`config.mk`:
```
export PLATFORM = sky130hd
export DESIGN_NAME = adc_sample_to_lcd_voltage_text_top
export DESIGN_NICKNAME = d
export VERILOG_FILES = /design/src/design/adcv_pkg.sv /design/src/design/adcv_front.sv /design/src/design/adcv_queue.sv /design/src/design/adcv_back.sv /design/src/design/adc_sample_to_lcd_voltage_text_top.sv
export SDC_FILE = /design/constraint.sdc
export NUM_CORES = 1
export LEC_CHECK = 0
export BUFFER_PORTS_ARGS = -buffer_cell sky130_fd_sc_hd__buf_2
export CAP_MARGIN = 20
export CORE_MARGIN = 4
export CORE_UTILIZATION = 55
export DETAILED_ROUTE_END_ITERATION = 8
export PLACE_DENSITY_LB_ADDON = 0.08
export SLEW_MARGIN = 25
export SYNTH_ARGS = -nofsm -noshare
export SYNTH_HDL_FRONTEND = slang
export SYNTH_SLANG_ARGS = --single-unit
```
`constraint.sdc`:
```
create_clock -name clk -period 6.4 [get_ports clk]
set_input_delay 1.28 -clock clk [delete_from_list [all_inputs] [get_ports clk]]
set_output_delay 1.28 -clock clk [all_outputs]
set_load 0.05 [all_outputs]
```
`src/design/adcv_pkg.sv`:
```
// shared types, constants and helper functions for the lcd voltmeter block
package adcv_pkg;

    // digit count and packed digit word, index 0 is the most significant digit
    localparam int DIGIT_COUNT = 5;
    typedef logic [DIGIT_COUNT-1:0][3:0] digits_t;

    // scale register limits and reset value
    localparam logic [8:0] SCALE_RESET = 9'd196;
    localparam logic [8:0] SCALE_MIN   = 9'd1;
    localparam logic [8:0] SCALE_MAX   = 9'd392;

    // lcd codes
    localparam logic [7:0] LCD_CLEAR  = 8'h01;
    localparam logic [7:0] ASCII_ZERO = 8'h30;
    localparam logic [7:0] CHAR_POINT = 8'h2E;
    localparam logic [7:0] CHAR_UNIT  = 8'h76;

    // beat positions inside one redraw run
    localparam logic [2:0] BEAT_CLEAR  = 3'd0;
    localparam logic [2:0] BEAT_DIG0   = 3'd1;
    localparam logic [2:0] BEAT_POINT  = 3'd2;
    localparam logic [2:0] BEAT_DIG1   = 3'd3;
    localparam logic [2:0] BEAT_DIG2   = 3'd4;
    localparam logic [2:0] BEAT_DIG3   = 3'd5;
    localparam logic [2:0] BEAT_DIG4   = 3'd6;
    localparam logic [2:0] BEAT_UNIT   = 3'd7;

    // reciprocal of ten, exact quotient for any 17-bit value with a 20-bit shift
    localparam logic [33:0] RECIP_TEN = 34'd104858;

    // front to queue push beat
    typedef struct packed {
        logic    valid;
        digits_t digits;
    } push_t;

    // queue status seen by both sides
    typedef struct packed {
        logic    full;
        logic    empty;
        digits_t head;
    } queue_stat_t;

    // quotient and remainder of a division by ten
    typedef struct packed {
        logic [13:0] quot;
        logic [3:0]  rem;
    } div10_t;

    function automatic div10_t div10(input logic [16:0] x);
        logic [33:0] prod;
        logic [16:0] back;
        div10_t      res;
        prod     = {17'd0, x} * RECIP_TEN;
        res.quot = prod[33:20];
        back     = {res.quot, 3'd0} + {2'd0, res.quot, 1'd0};
        res.rem  = 4'(x - back);
        return res;
    endfunction

    // byte and register select for one beat of a redraw run
    function automatic logic [8:0] beat_word(input logic [2:0] idx, input digits_t d);
        logic [8:0] w;
        unique case (idx)
            BEAT_CLEAR: w = {1'b0, LCD_CLEAR};
            BEAT_DIG0:  w = {1'b1, ASCII_ZERO + {4'd0, d[0]}};
            BEAT_POINT: w = {1'b1, CHAR_POINT};
            BEAT_DIG1:  w = {1'b1, ASCII_ZERO + {4'd0, d[1]}};
            BEAT_DIG2:  w = {1'b1, ASCII_ZERO + {4'd0, d[2]}};
            BEAT_DIG3:  w = {1'b1, ASCII_ZERO + {4'd0, d[3]}};
            BEAT_DIG4:  w = {1'b1, ASCII_ZERO + {4'd0, d[4]}};
            BEAT_UNIT:  w = {1'b1, CHAR_UNIT};
            default:    w = {1'b0, LCD_CLEAR};
        endcase
        return w;
    endfunction

endpackage

```
`src/design/adcv_front.sv`:
```
// front pipeline: scale multiply, digit extraction and change detection
module adcv_front (
    input  logic                 clk,
    input  logic                 rst_n,
    input  logic                 in_valid,
    output logic                 in_ready,
    input  logic [7:0]           sample,
    input  logic [8:0]           scale,
    input  adcv_pkg::queue_stat_t qstat,
    output adcv_pkg::push_t      push
);

    // stage valid bits
    logic v1_reg, v2_reg, v3_reg, v4_reg, v5_reg;

    // stage payloads
    logic [16:0]      prod1_reg;
    logic [13:0]      q2_reg;
    logic [9:0]       q3_reg;
    logic [6:0]       q4_reg;
    logic [3:0]       d2_reg, d3_reg, d4_reg;
    logic [3:0]       d3_s4_reg, d4_s3_reg, d4_s4_reg;
    adcv_pkg::digits_t dig5_reg;
    adcv_pkg::digits_t shown_reg;

    logic [8:0]       scale_clamped;
    logic [16:0]      prod_next;
    adcv_pkg::div10_t dv2, dv3, dv4, dv5;
    logic             changed;
    logic             advance;

    // clamp scale into its legal range
    always_comb
    begin
        if (scale < adcv_pkg::SCALE_MIN)
            scale_clamped = adcv_pkg::SCALE_MIN;
        else if (scale > adcv_pkg::SCALE_MAX)
            scale_clamped = adcv_pkg::SCALE_MAX;
        else
            scale_clamped = scale;
    end

    assign prod_next = {9'd0, sample} * {8'd0, scale_clamped};

    // one digit per stage, least significant first
    assign dv2 = adcv_pkg::div10(prod1_reg);
    assign dv3 = adcv_pkg::div10({3'd0, q2_reg});
    assign dv4 = adcv_pkg::div10({7'd0, q3_reg});
    assign dv5 = adcv_pkg::div10({10'd0, q4_reg});

    // compare against the digits on the display
    assign changed = (dig5_reg != shown_reg);
    assign advance = !(v5_reg && changed && qstat.full);
    assign in_ready = advance;

    assign push.valid  = v5_reg && changed && !qstat.full;
    assign push.digits = dig5_reg;

    // stage valids
    always_ff @(posedge clk or negedge rst_n)
    begin
        if (!rst_n)
        begin
            v1_reg <= 1'b0;
            v2_reg <= 1'b0;
            v3_reg <= 1'b0;
            v4_reg <= 1'b0;
            v5_reg <= 1'b0;
        end
        else if (advance)
        begin
            v1_reg <= in_valid;
            v2_reg <= v1_reg;
            v3_reg <= v2_reg;
            v4_reg <= v3_reg;
            v5_reg <= v4_reg;
        end
    end

    // stage payloads, early digits delayed to stay with their sample
    always_ff @(posedge clk)
    begin
        if (advance)
        begin
            prod1_reg   <= prod_next;
            q2_reg      <= dv2.quot;
            d4_reg      <= dv2.rem;
            q3_reg      <= 10'(dv3.quot);
            d3_reg      <= dv3.rem;
            d4_s3_reg   <= d4_reg;
            q4_reg      <= 7'(dv4.quot);
            d2_reg      <= dv4.rem;
            d3_s4_reg   <= d3_reg;
            d4_s4_reg   <= d4_s3_reg;
            dig5_reg[0] <= 4'(dv5.quot);
            dig5_reg[1] <= dv5.rem;
            dig5_reg[2] <= d2_reg;
            dig5_reg[3] <= d3_s4_reg;
            dig5_reg[4] <= d4_s4_reg;
        end
    end

    // displayed digits follow every queued redraw
    always_ff @(posedge clk or negedge rst_n)
    begin
        if (!rst_n)
            shown_reg <= '0;
        else if (push.valid)
            shown_reg <= dig5_reg;
    end

endmodule

```
`src/design/adcv_queue.sv`:
```
// short queue of pending redraws between front and back
module adcv_queue #(
    parameter int DEPTH = 2
) (
    input  logic                  clk,
    input  logic                  rst_n,
    input  adcv_pkg::push_t       push,
    input  logic                  pop,
    output adcv_pkg::queue_stat_t qstat
);

    localparam int PW = (DEPTH > 1) ? $clog2(DEPTH) : 1;
    localparam int CW = $clog2(DEPTH + 1);

    adcv_pkg::digits_t entry_reg [DEPTH];
    logic [PW-1:0] wr_ptr_reg, rd_ptr_reg;
    logic [CW-1:0] count_reg;
    logic          do_push, do_pop;

    assign qstat.full  = (count_reg == CW'(DEPTH));
    assign qstat.empty = (count_reg == '0);
    assign qstat.head  = entry_reg[rd_ptr_reg];

    assign do_push = push.valid && !qstat.full;
    assign do_pop  = pop && !qstat.empty;

    // pointers and fill count
    always_ff @(posedge clk or negedge rst_n)
    begin
        if (!rst_n)
        begin
            wr_ptr_reg <= '0;
            rd_ptr_reg <= '0;
            count_reg  <= '0;
        end
        else
        begin
            if (do_push)
                wr_ptr_reg <= (wr_ptr_reg == PW'(DEPTH - 1)) ? '0 : wr_ptr_reg + 1'b1;
            if (do_pop)
                rd_ptr_reg <= (rd_ptr_reg == PW'(DEPTH - 1)) ? '0 : rd_ptr_reg + 1'b1;
            if (do_push && !do_pop)
                count_reg <= count_reg + 1'b1;
            else if (do_pop && !do_push)
                count_reg <= count_reg - 1'b1;
        end
    end

    // entry storage
    always_ff @(posedge clk)
    begin
        if (do_push)
            entry_reg[wr_ptr_reg] <= push.digits;
    end

endmodule

```
`src/design/adcv_back.sv`:
```
// back end: plays one redraw run as eight lcd write beats
module adcv_back (
    input  logic                  clk,
    input  logic                  rst_n,
    input  adcv_pkg::queue_stat_t qstat,
    output logic                  pop,
    output logic                  out_valid,
    input  logic                  out_ready,
    output logic                  is_data,
    output logic [7:0]            lcd_byte,
    output logic                  last_write
);

    logic              out_valid_reg;
    logic              is_data_reg;
    logic [7:0]        lcd_byte_reg;
    logic              last_write_reg;
    logic              active_reg;
    logic [2:0]        idx_reg;
    adcv_pkg::digits_t cur_reg;

    logic       slot_free;
    logic [8:0] word_run, word_first;

    assign slot_free  = !out_valid_reg || out_ready;
    assign pop        = slot_free && !active_reg && !qstat.empty;
    assign word_run   = adcv_pkg::beat_word(idx_reg, cur_reg);
    assign word_first = adcv_pkg::beat_word(adcv_pkg::BEAT_CLEAR, qstat.head);

    assign out_valid  = out_valid_reg;
    assign is_data    = is_data_reg;
    assign lcd_byte   = lcd_byte_reg;
    assign last_write = last_write_reg;

    // run sequencing and output valid
    always_ff @(posedge clk or negedge rst_n)
    begin
        if (!rst_n)
        begin
            out_valid_reg <= 1'b0;
            active_reg    <= 1'b0;
            idx_reg       <= adcv_pkg::BEAT_CLEAR;
        end
        else if (slot_free)
        begin
            if (active_reg)
            begin
                out_valid_reg <= 1'b1;
                idx_reg       <= idx_reg + 3'd1;
                active_reg    <= (idx_reg != adcv_pkg::BEAT_UNIT);
            end
            else if (!qstat.empty)
            begin
                out_valid_reg <= 1'b1;
                idx_reg       <= adcv_pkg::BEAT_DIG0;
                active_reg    <= 1'b1;
            end
            else
                out_valid_reg <= 1'b0;
        end
    end

    // output beat payload and current run digits
    always_ff @(posedge clk)
    begin
        if (slot_free)
        begin
            if (active_reg)
            begin
                is_data_reg    <= word_run[8];
                lcd_byte_reg   <= word_run[7:0];
                last_write_reg <= (idx_reg == adcv_pkg::BEAT_UNIT);
            end
            else if (!qstat.empty)
            begin
                cur_reg        <= qstat.head;
                is_data_reg    <= word_first[8];
                lcd_byte_reg   <= word_first[7:0];
                last_write_reg <= 1'b0;
            end
        end
    end

endmodule

```
`src/design/adc_sample_to_lcd_voltage_text_top.sv`:
```
// top level of the adc sample to lcd voltage text driver
//
// Input channel: in_valid / in_ready with one 8-bit converter sample per beat.
// Output channel: out_valid / out_ready, each beat one lcd write: is_data
// (register select), lcd_byte and last_write on the final write of a run.
// A sample whose five digits differ from those shown gives a run of eight
// beats: clear command, then "d.dddd" and 'v' as data; otherwise nothing.
// Configuration: cfg_we writes cfg_wdata into the scale register (reset 196),
// clamped to 1..392 on use; write it only while the block is idle.
// Throughput: the front pipeline takes one sample per cycle while in_ready is
// high, and the back end plays one beat of a redraw run per cycle while the
// receiver is ready; runs queued behind one another follow back to back.
// The multiply stage, four divide-by-ten stages, the queue and the output
// register lie between an accepted sample and the first beat of its run.
// A queue of QUEUE_DEPTH runs sits between front and back; when it is full
// and a changed sample reaches the end of the front, in_ready drops.
// When the receiver stalls, the output beat holds and the back end waits.
// Reset clears the pipeline, the queue and the shown digits ("0.0000v").
module adc_sample_to_lcd_voltage_text_top #(
    parameter int QUEUE_DEPTH = 2
) (
    input  logic       clk,
    input  logic       rst_n,
    input  logic       cfg_we,
    input  logic [8:0] cfg_wdata,
    input  logic       in_valid,
    output logic       in_ready,
    input  logic [7:0] sample,
    output logic       out_valid,
    input  logic       out_ready,
    output logic       is_data,
    output logic [7:0] lcd_byte,
    output logic       last_write
);

    logic [8:0]            scale_reg;
    adcv_pkg::push_t       push;
    adcv_pkg::queue_stat_t qstat;
    logic                  pop;

    // scale register
    always_ff @(posedge clk or negedge rst_n)
    begin
        if (!rst_n)
            scale_reg <= adcv_pkg::SCALE_RESET;
        else if (cfg_we)
            scale_reg <= cfg_wdata;
    end

    adcv_front u_front (
        .clk      (clk),
        .rst_n    (rst_n),
        .in_valid (in_valid),
        .in_ready (in_ready),
        .sample   (sample),
        .scale    (scale_reg),
        .qstat    (qstat),
        .push     (push)
    );

    adcv_queue #(
        .DEPTH (QUEUE_DEPTH)
    ) u_queue (
        .clk   (clk),
        .rst_n (rst_n),
        .push  (push),
        .pop   (pop),
        .qstat (qstat)
    );

    adcv_back u_back (
        .clk        (clk),
        .rst_n      (rst_n),
        .qstat      (qstat),
        .pop        (pop),
        .out_valid  (out_valid),
        .out_ready  (out_ready),
        .is_data    (is_data),
        .lcd_byte   (lcd_byte),
        .last_write (last_write)
    );

    // the front only stalls on a full queue
    a_stall_full: assert property (@(posedge clk) disable iff (!rst_n)
        !in_ready |-> qstat.full)
        else $error("front stalled while the queue had room");

    // command beats are always the clear code and never end a run
    a_cmd_clear: assert property (@(posedge clk) disable iff (!rst_n)
        out_valid && !is_data |-> lcd_byte == adcv_pkg::LCD_CLEAR && !last_write)
        else $error("command beat other than clear");

    // the final beat of a run is the unit character
    a_last_unit: assert property (@(posedge clk) disable iff (!rst_n)
        out_valid && last_write |-> is_data && lcd_byte == adcv_pkg::CHAR_UNIT)
        else $error("run ended on a beat other than the unit character");

    // a new run starts with the clear command right after a finished run
    a_run_start: assert property (@(posedge clk) disable iff (!rst_n)
        out_valid && out_ready && last_write |=>
            !out_valid || (!is_data && lcd_byte == adcv_pkg::LCD_CLEAR))
        else $error("run did not start with the clear command");

endmodule

```
==> metrics.md, run 1 <==
| Metric | Value |
|---|---|
| Clk buf depth | 3 |
| Via density | 5.078 |
| CP startpoint kind | register |
| Max_cap viols | 0 |
| Total CTS buffers | 23 |
| Final setup violation count | 0 |
| Post-CTS Hold Buffers | 0 |
| FILL cells | 3189 |
| Final slew viol count | 0 |
| Setup TNS | 0 ns |
| Final cell count without fillers | 2478 |
| Slew headroom | 36.15% |
| Slowest cell on crit path | fa_1 |
| Leading area contributor after synthesis | ha_1 |
| Most frequent CP cell | fa_1 |
| Largest net degree at the start of global routing | 72 |
| Initial Util | 55.68% |
| EDFF count, synth | 160 |
| Most used flip-flop cell after synthesis | edfxtp_1 |
| Met2 Resource Use GR | 32.25% |
| Crit Path Class | register to register |
| Reg2reg setup slack | 0.23 ns |
| DRC viols | 0 |
| Worst-path fanout max | 6 |
| Fin. Hold Viols | 0 |
| Final Cycle Share | 96.48% |
| Clock latency on the worst-skew pair | 0.54 ns |
| Hpwl dp | 32900 um |
| Clk_skew | 0.03472 ns |
| FF/Latch Area | 0.005884 mm^2 |
| R2R Path Start | u_front.prod1_reg[6]$_DFFE_PN_ |
| Max FFs per register | 40 |
| Total global-route track usage | 19.62% |
| Die W | 203.0 um |
| Setup crit end kind | register |
| Antenna Cells | 0 |
| Core area | 0.03758 mm^2 |
| First-pass GRT wire length | 66030 um |
| Met3 usage | 2.220% |
| Reg-to-Reg End | u_front.d4_reg[3]$_DFFE_PN_ |
| Period minus WS final | 6.175 ns |
| Synth warn | 0 |
| Post-route ant nets | 0 |
| Worst EP required | 6.65 ns |
| Vias in the first global route | 13210 |
| GRT Max-Usage Layer | met2 |
| #FFs+latches synth | 203 |
| Delay-heaviest family, CP | adder cells |
| RePlAce Congestion | 0.9102 |
| Number of port buffers | 32 |
| Critical path cell sequence | buf_4, ha_1, inv_1, fa_1, inv_1, fa_1, fa_1, inv_1, fa_1, fa_1, inv_1, ha_1, a21o_1, a21o_1, a21o_1, nor3b_4, a21oi_4, xor2_2, ha_1, a211oi_2, xnor2_1, xnor2_1 |
| Critical Path AT | 6.43 ns |
| Layout area overhead | 8.079% |
| GR Util met1 | 28.88% |
| Chip Height | 203.0 um |
| Hold/Removal Path Class | register to register |
| Number of cells on the worst hold path | 0 |
| H-tree lvl count | 1 |
| Worst Reg-to-Reg Cells | 22 |
| Avg WL per Cell | 15.72 um |
| Via count | 12580 |
| Syn nets | 2535 |
| Sequential share of the synthesized area | 28.12% |
| # placed instances | 2435 |
| TritonCTS clock tree | built |
| Initial DRC Count | 433 |
| GRT overflow | 0 |
| Buf+Inv Stages, Crit Path | 5 |
| Final WL | 38940 um |
| Least-Margin Pin Slew | 0.9578 ns |
| Fmax | 162.0 MHz |
| I/O pin count | 34 |
| Layout cells sized above 1 | 7.422% |
| Area of the multi-input gates | 0.01329 mm^2 |
| Synth top area share | 24.28% |
| Mapped cell area | 0.02092 mm^2 |
| Site Rows | 71 |
| Synth Instances | 1885 |
| Largest cells by area after synthesis | ha_1 (24%), edfxtp_1 (23%), fa_1 (21%) |
| Async S/R FF share, synth | 21.18% |
| Initial antenna violation count | 0 |
| Mean Syn Cell Area | 11.10 um^2 |
| Nets | 2600 |
| Hold_sp | u_front.d4_s4_reg[2]$_DFFE_PN_ |
| Clk sinks | 203 |
| Die ar. | 0.04123 mm^2 |
| RSZ-0062 raised after global routing | no |
| DRT Pass-1 Iters | 4 |
| CP peak stage delay | 0.54 ns |
| Clock transition at path regs | 0.06 ns |
| Hold endpoint | u_front.push[18]$_DFFE_PN_ |
| Status | complete, no violations |
| Distinct cells, synth | 60 |
| Clock Root Buffer | clkbuf_16 |
layout by cell type (no fill, tap or decap), types with 3 or more instances in the layout:
| cell type | Yosys | layout |
|---|---|---|
| a211oi_1 | 4 | 3 |
| a211oi_2 | 2 | 3 |
| a21boi_1 | 3 | 3 |
| a21o_1 | 17 | 17 |
| a21oi_1 | 43 | 43 |
| a31oi_1 | 3 | 3 |
| a41oi_1 | 3 | 3 |
| and2_1 | 43 | 43 |
| and3_1 | 29 | 29 |
| buf_2 | 0 | 31 |
| buf_4 | 2 | 25 |
| clkbuf_1 | 14 | 5 |
| clkbuf_16 | 0 | 23 |
| clkinv_2 | 0 | 6 |
| dfrtp_1 | 40 | 40 |
| dfstp_2 | 3 | 3 |
| edfxtp_1 | 160 | 160 |
| fa_1 | 222 | 222 |
| ha_1 | 406 | 405 |
| inv_1 | 462 | 462 |
| mux2_2 | 33 | 33 |
| nand2_1 | 105 | 105 |
| nand2b_1 | 3 | 3 |
| nand3_1 | 15 | 15 |
| nand3b_1 | 3 | 3 |
| nand4_1 | 4 | 4 |
| nor2_1 | 47 | 47 |
| nor2b_1 | 19 | 19 |
| nor3_1 | 14 | 13 |
| nor4_1 | 5 | 5 |
| o21a_1 | 5 | 5 |
| o21ai_0 | 30 | 30 |
| o21ai_1 | 3 | 3 |
| o31a_1 | 4 | 4 |
| o31ai_1 | 3 | 3 |
| or2_2 | 3 | 3 |
| or3_1 | 3 | 3 |
| xnor2_1 | 69 | 69 |
| xor2_1 | 27 | 26 |
synthesized netlist by cell type, drive strengths merged, types with 3 or more instances:
cell type  count
a211oi         6
a21boi         3
a21o          17
a21oi         44
a31oi          3
a41oi          3
and2          43
and3          29
clkbuf        14
dfrtp         40
dfstp          3
edfxtp       160
fa           222
ha           406
inv          462
mux2          33
nand2        105
nand2b         3
nand3         15
nand3b         3
nand4          4
nor2          47
nor2b         19
nor3          14
nor4           5
o21a           5
o21ai         33
o31a           4
o31ai          5
o41ai          3
or2            3
or3            3
xnor2         71
xor2          27
worst max path at each step:
stage / start / end / slack, ns / depth (start not counted)
after floorplan: u_front.prod1_reg[6]$_DFFE_PN_ / u_front.d4_reg[3]$_DFFE_PN_ / 0.45 / 21
after global placement: u_front.prod1_reg[2]$_DFFE_PN_ / u_front.d4_reg[3]$_DFFE_PN_ / 0.22 / 21
after detailed placement: u_front.prod1_reg[2]$_DFFE_PN_ / u_front.d4_reg[3]$_DFFE_PN_ / 0.06 / 21
after CTS: u_front.prod1_reg[2]$_DFFE_PN_ / u_front.d4_reg[3]$_DFFE_PN_ / 0.02 / 21
after global routing: u_front.prod1_reg[2]$_DFFE_PN_ / u_front.d4_reg[3]$_DFFE_PN_ / 0.03 / 21
final: u_front.prod1_reg[6]$_DFFE_PN_ / u_front.d4_reg[3]$_DFFE_PN_ / 0.23 / 22
kinds of logic (layout without fill, tap and decap cells):
family                     after synthesis  after routing  share of synthesized area [%]
AOI/OAI and AO/OA                      146            146                          4.718
muxes                                   33             33                          1.776
and+or+nand+nor                        297            297                          6.955
xor gates and xnor gates                99             99                          4.282
adders and majority gates              628            628                          45.52
buffers and inverters                  478            560                          8.611
other                                    1              1                        0.01792
DFF                                    203            203                          28.12
through the flow:
| step | hold slack, ns | worst slack [ns] | cell area [um^2] | utilization (%) |
|---|---|---|---|---|
| floorplan | 0.4003 | 0.4543 | 20920 | - |
| global placement | 0.4013 | 0.2195 | 21830 | 58.10 |
| detailed placement | 0.4045 | 0.06429 | 21830 | 58.10 |
| CTS | 0.4187 | 0.02322 | 22560 | 60.04 |
| global route | 0.4209 | 0.02916 | 22610 | 60.18 |
| finish | 0.4127 | 0.2254 | 22610 | 60.18 |
layer usage:
metal	part of all wire, %	wire [um]
met2	47	18490
met3	2.7	1064
met1	48	18810
met4	1.5	576
met5	0	0
cell type report:
| class | count | area share (%) |
|---|---|---|
| multi-input combinational | 1204 | 58.75 |
| sequential | 203 | 26.02 |
| inverter | 462 | 7.668 |
| tap | 511 | 2.827 |
| clock buffer | 30 | 2.750 |
| timing repair buffer | 56 | 1.516 |
| clock inverter | 12 | 0.4648 |
what timing repair did:
item | in CTS | in global routing
hold endpoints to repair | 0 | 0
resized for setup | 0 | 7
buffers inserted | 0 | 1
setup endpoints to repair | 0 | 1
Power of run 1 is not shown: default switching activity piles up to over one toggle a cycle in this logic, so the estimate is an artifact.
==> run 2, diff against run 1 <==
CORE_UTILIZATION = 45   (was 55)
SYNTH_HIERARCHICAL = 1   (was not set)
==> run 2 against run 1 <==
  * Clock skew down 0.018 ns
  * Register-to-register slack better by 0.03 ns
  * Sequential cell count unchanged
  * Clock-buffer cell count up 1
  * Wire length up 1.6%
  * Global-route usage down 3.2 points
  * Via count down 3.0%
  * Critical path type unchanged
  * Fmax up 0.53%
==> metrics.md, run 2 <==
| Metric | Value |
|---|---|
| Status | complete, no violations |
| DRT Pass-1 Iters | 4 (unchanged) |
| Crit path from | u_front/prod1_reg[7]$_DFFE_PN_ |
| Clk sinks | 203 (unchanged) |
| I/O pin count | 34 (unchanged) |
| Critical Path End | u_front/d4_reg[3]$_DFFE_PN_ |
| H-tree lvl count | 1 (unchanged) |
| Final WL | 39570 um (+1.6%) |
| Crit Path Class | register to register |
| FILL cells | 4145 (+30%) |
| TritonCTS clock tree | built |
| Clock transition at path regs | 0.06 ns (about the same) |
| Site Rows | 78 (+9.9%) |
| Async S/R FF share, synth | 21.18% (unchanged) |
| Max_cap viols | 0 (unchanged) |
| Layout area overhead | 8.132% (about the same) |
| Syn nets | 2463 (-2.8%) |
| Clk_skew | 0.01720 ns (-0.01752 ns) |
| Total global-route track usage | 16.43% (-3.2 points) |
| Vias in the first global route | 13080 (-0.95%) |
| Slew headroom | 37.36% (+1.2 points) |
| Period minus WS final | 6.142 ns (-0.03232 ns) |
| Post-CTS Hold Buffers | 0 (unchanged) |
| Most frequent cells in the layout | inv_1 (452), ha_1 (403), fa_1 (224) |
| Hpwl dp | 33540 um (+2.0%) |
| Clk buf depth | 3 (unchanged) |
| DRC viols | 0 (unchanged) |
| RePlAce Congestion | 0.8893 (-2.3%) |
| Total CTS buffers | 24 (+4.3%) |
| Clock latency on the worst-skew pair | 0.54 ns (about the same) |
| Die ar. | 0.05002 mm^2 (+21%) |
| Least-Margin Pin Slew | 0.9396 ns (-0.01818 ns) |
| Initial DRC Count | 513 (+18%) |
| Hold/Removal Path Class | register to register |
| Nets | 2520 (-3.1%) |
| Max FFs per register | 40 (unchanged) |
| RSZ-0062 raised after global routing | no |
| Reg-to-Reg End | u_front/d4_reg[3]$_DFFE_PN_ |
| Fmax | 162.8 MHz (+0.53%) |
| Mean Syn Cell Area | 11.54 um^2 (+3.9%) |
| Initial Util | 45.82% (-9.9 points) |
| Synth warn | 6 (+6) |
| Avg WL per Cell | 15.90 um (+1.2%) |
| Worst-path fanout max | 5 (-1) |
| Fin. Hold Viols | 0 (unchanged) |
| Final Cycle Share | 95.97% (-0.50 points) |
| Antenna Cells | 0 (unchanged) |
| Worst Reg-to-Reg Cells | 21 (-4.5%) |
| Layout cells sized above 1 | 6.776% (-0.65 points) |
| Largest net degree at the start of global routing | 70 (-2.8%) |
| Initial antenna violation count | 0 (unchanged) |
| Resized Gates After CTS | 0 (unchanged) |
| Reg2reg setup slack | 0.26 ns (+0.03 ns) |
| Setup TNS | 0 ns (unchanged) |
| Final setup violation count | 0 (unchanged) |
| Synth Instances | 1814 (-3.8%) |
| Via density | 4.903 (-3.4%) |
| Worst EP required | 6.68 ns (+0.03 ns) |
| Mapped cell area | 0.02093 mm^2 (about the same) |
| Chip Height | 223.6 um (+10%) |
| Via count | 12200 (-3.0%) |
| Core area | 0.04567 mm^2 (+22%) |
| First-pass GRT wire length | 67320 um (+2.0%) |
| EDFF count, synth | 160 (unchanged) |
| Setup crit end kind | register |
| Die W | 223.6 um (+10%) |
| Final slew viol count | 0 (unchanged) |
| Number of port buffers | 32 (unchanged) |
| # Post-CTS Setup Buffers | 0 (unchanged) |
| Most common cell after layout, fill and taps aside | inv_1 |
| Sequential share of the synthesized area | 28.12% (about the same) |
| Most used flip-flop cell after synthesis | edfxtp_1 |
| Synth top area share | 24.10% (-0.18 points) |
| CP startpoint kind | register |
| #FFs+latches synth | 203 (unchanged) |
| GRT overflow | 0 (unchanged) |
| Post-route ant nets | 0 (unchanged) |
| Post-synth top cells | inv_1 (452), ha_1 (403), fa_1 (224) |
| Largest cells by area after synthesis | ha_1 (24%), edfxtp_1 (23%), fa_1 (21%) |
| Clock Root Buffer | clkbuf_16 |
| Most common cell in the netlist | inv_1 |
| Leading area contributor after synthesis | ha_1 |
| R2R Path Start | u_front/prod1_reg[7]$_DFFE_PN_ |
| Distinct cells, synth | 66 (+10%) |
| Critical Path AT | 6.42 ns (about the same) |
-- run 2: cell type report --
| class | instances | area [um^2] | area share [%] |
|---|---|---|---|
| clock buffers | 31 | 626.9 | 2.770 |
| clock inverters | 13 | 127.6 | 0.5640 |
| inverters | 452 | 1697 | 7.498 |
| multi-input cells | 1146 | 13280 | 58.69 |
| flip-flops and latches | 203 | 5884 | 26.00 |
| well taps | 600 | 750.7 | 3.318 |
| repair buffers | 44 | 260.3 | 1.150 |
-- run 2: worst min path at each step --
stage	start	cells after the start	to
floorplan	u_front/d3_reg[0]$_DFFE_PN_	0	u_front/d3_s4_reg[0]$_DFFE_PN_
global placement	u_front/d2_reg[0]$_DFFE_PN_	0	u_front/push[8]$_DFFE_PN_
detailed placement	u_front/d2_reg[0]$_DFFE_PN_	0	u_front/push[8]$_DFFE_PN_
CTS	u_front/d4_s4_reg[0]$_DFFE_PN_	0	u_front/push[16]$_DFFE_PN_
global route	u_front/d4_s4_reg[0]$_DFFE_PN_	0	u_front/push[16]$_DFFE_PN_
finish	u_front/d4_s4_reg[0]$_DFFE_PN_	0	u_front/push[16]$_DFFE_PN_
-- run 2: routing by layer --
layer  wire [um]  track usage, %  share of wire, %  vias to the layer above
met3        1034           2.031               2.6                       40
met4         620           2.784               1.6                        0
met5           0               0                 0                        -
met1       19710           24.22                50                     5978
met2       18210           26.69                46                      115
li1            -               -                 -                     6071
-- run 2: worst max-delay path, stage by stage (launching register included) --
cell      delay (ns)
edfxtp_1        0.49
ha_1            0.35
inv_1           0.09
fa_1            0.54
inv_1           0.06
fa_1            0.50
fa_1            0.54
inv_1           0.05
fa_1            0.50
fa_1            0.54
inv_1           0.04
ha_1            0.30
and3_1          0.22
a221o_1         0.30
a31oi_1         0.20
o221a_2         0.28
xnor2_1         0.16
ha_1            0.30
nand2_1         0.07
nand2_1         0.06
xnor2_1         0.15
xnor2_1         0.12
-- run 2: cell families (layout without fill, tap and decap cells) --
logic type	Yosys count	count (layout)	synth area share, %
other	1	1	0.01792
XOR/XNOR	100	100	4.251
AO/OA/AOI/OAI	152	152	4.993
adder cells (fa/ha/maj)	627	627	45.52
multiplexers	56	56	3.157
AND/OR/NAND/NOR	210	210	5.417
flip-flops	203	203	28.12
buffers and inverters	465	540	8.520
-- run 2: metrics by stage --
stage / hold slack [ns] / setup WS (ns) / instance area, um^2 / util, % / std cells
6_report: 0.4079 / 0.2577 / 22630 / 49.54 / 2489
5_1_grt: 0.4208 / 0.03125 / 22630 / 49.54 / 2489
4_1_cts: 0.4151 / 0.2295 / 22610 / 49.50 / 2488
3_5_place_dp: 0.4054 / 0.2430 / 21860 / 47.85 / 2444
3_3_place_gp: 0.4029 / 0.3300 / 21860 / 47.85 / 2444
2_1_floorplan: 0.4003 / 0.6407 / 20940 / - / 1814
Power of run 2 is left out for the same reason.
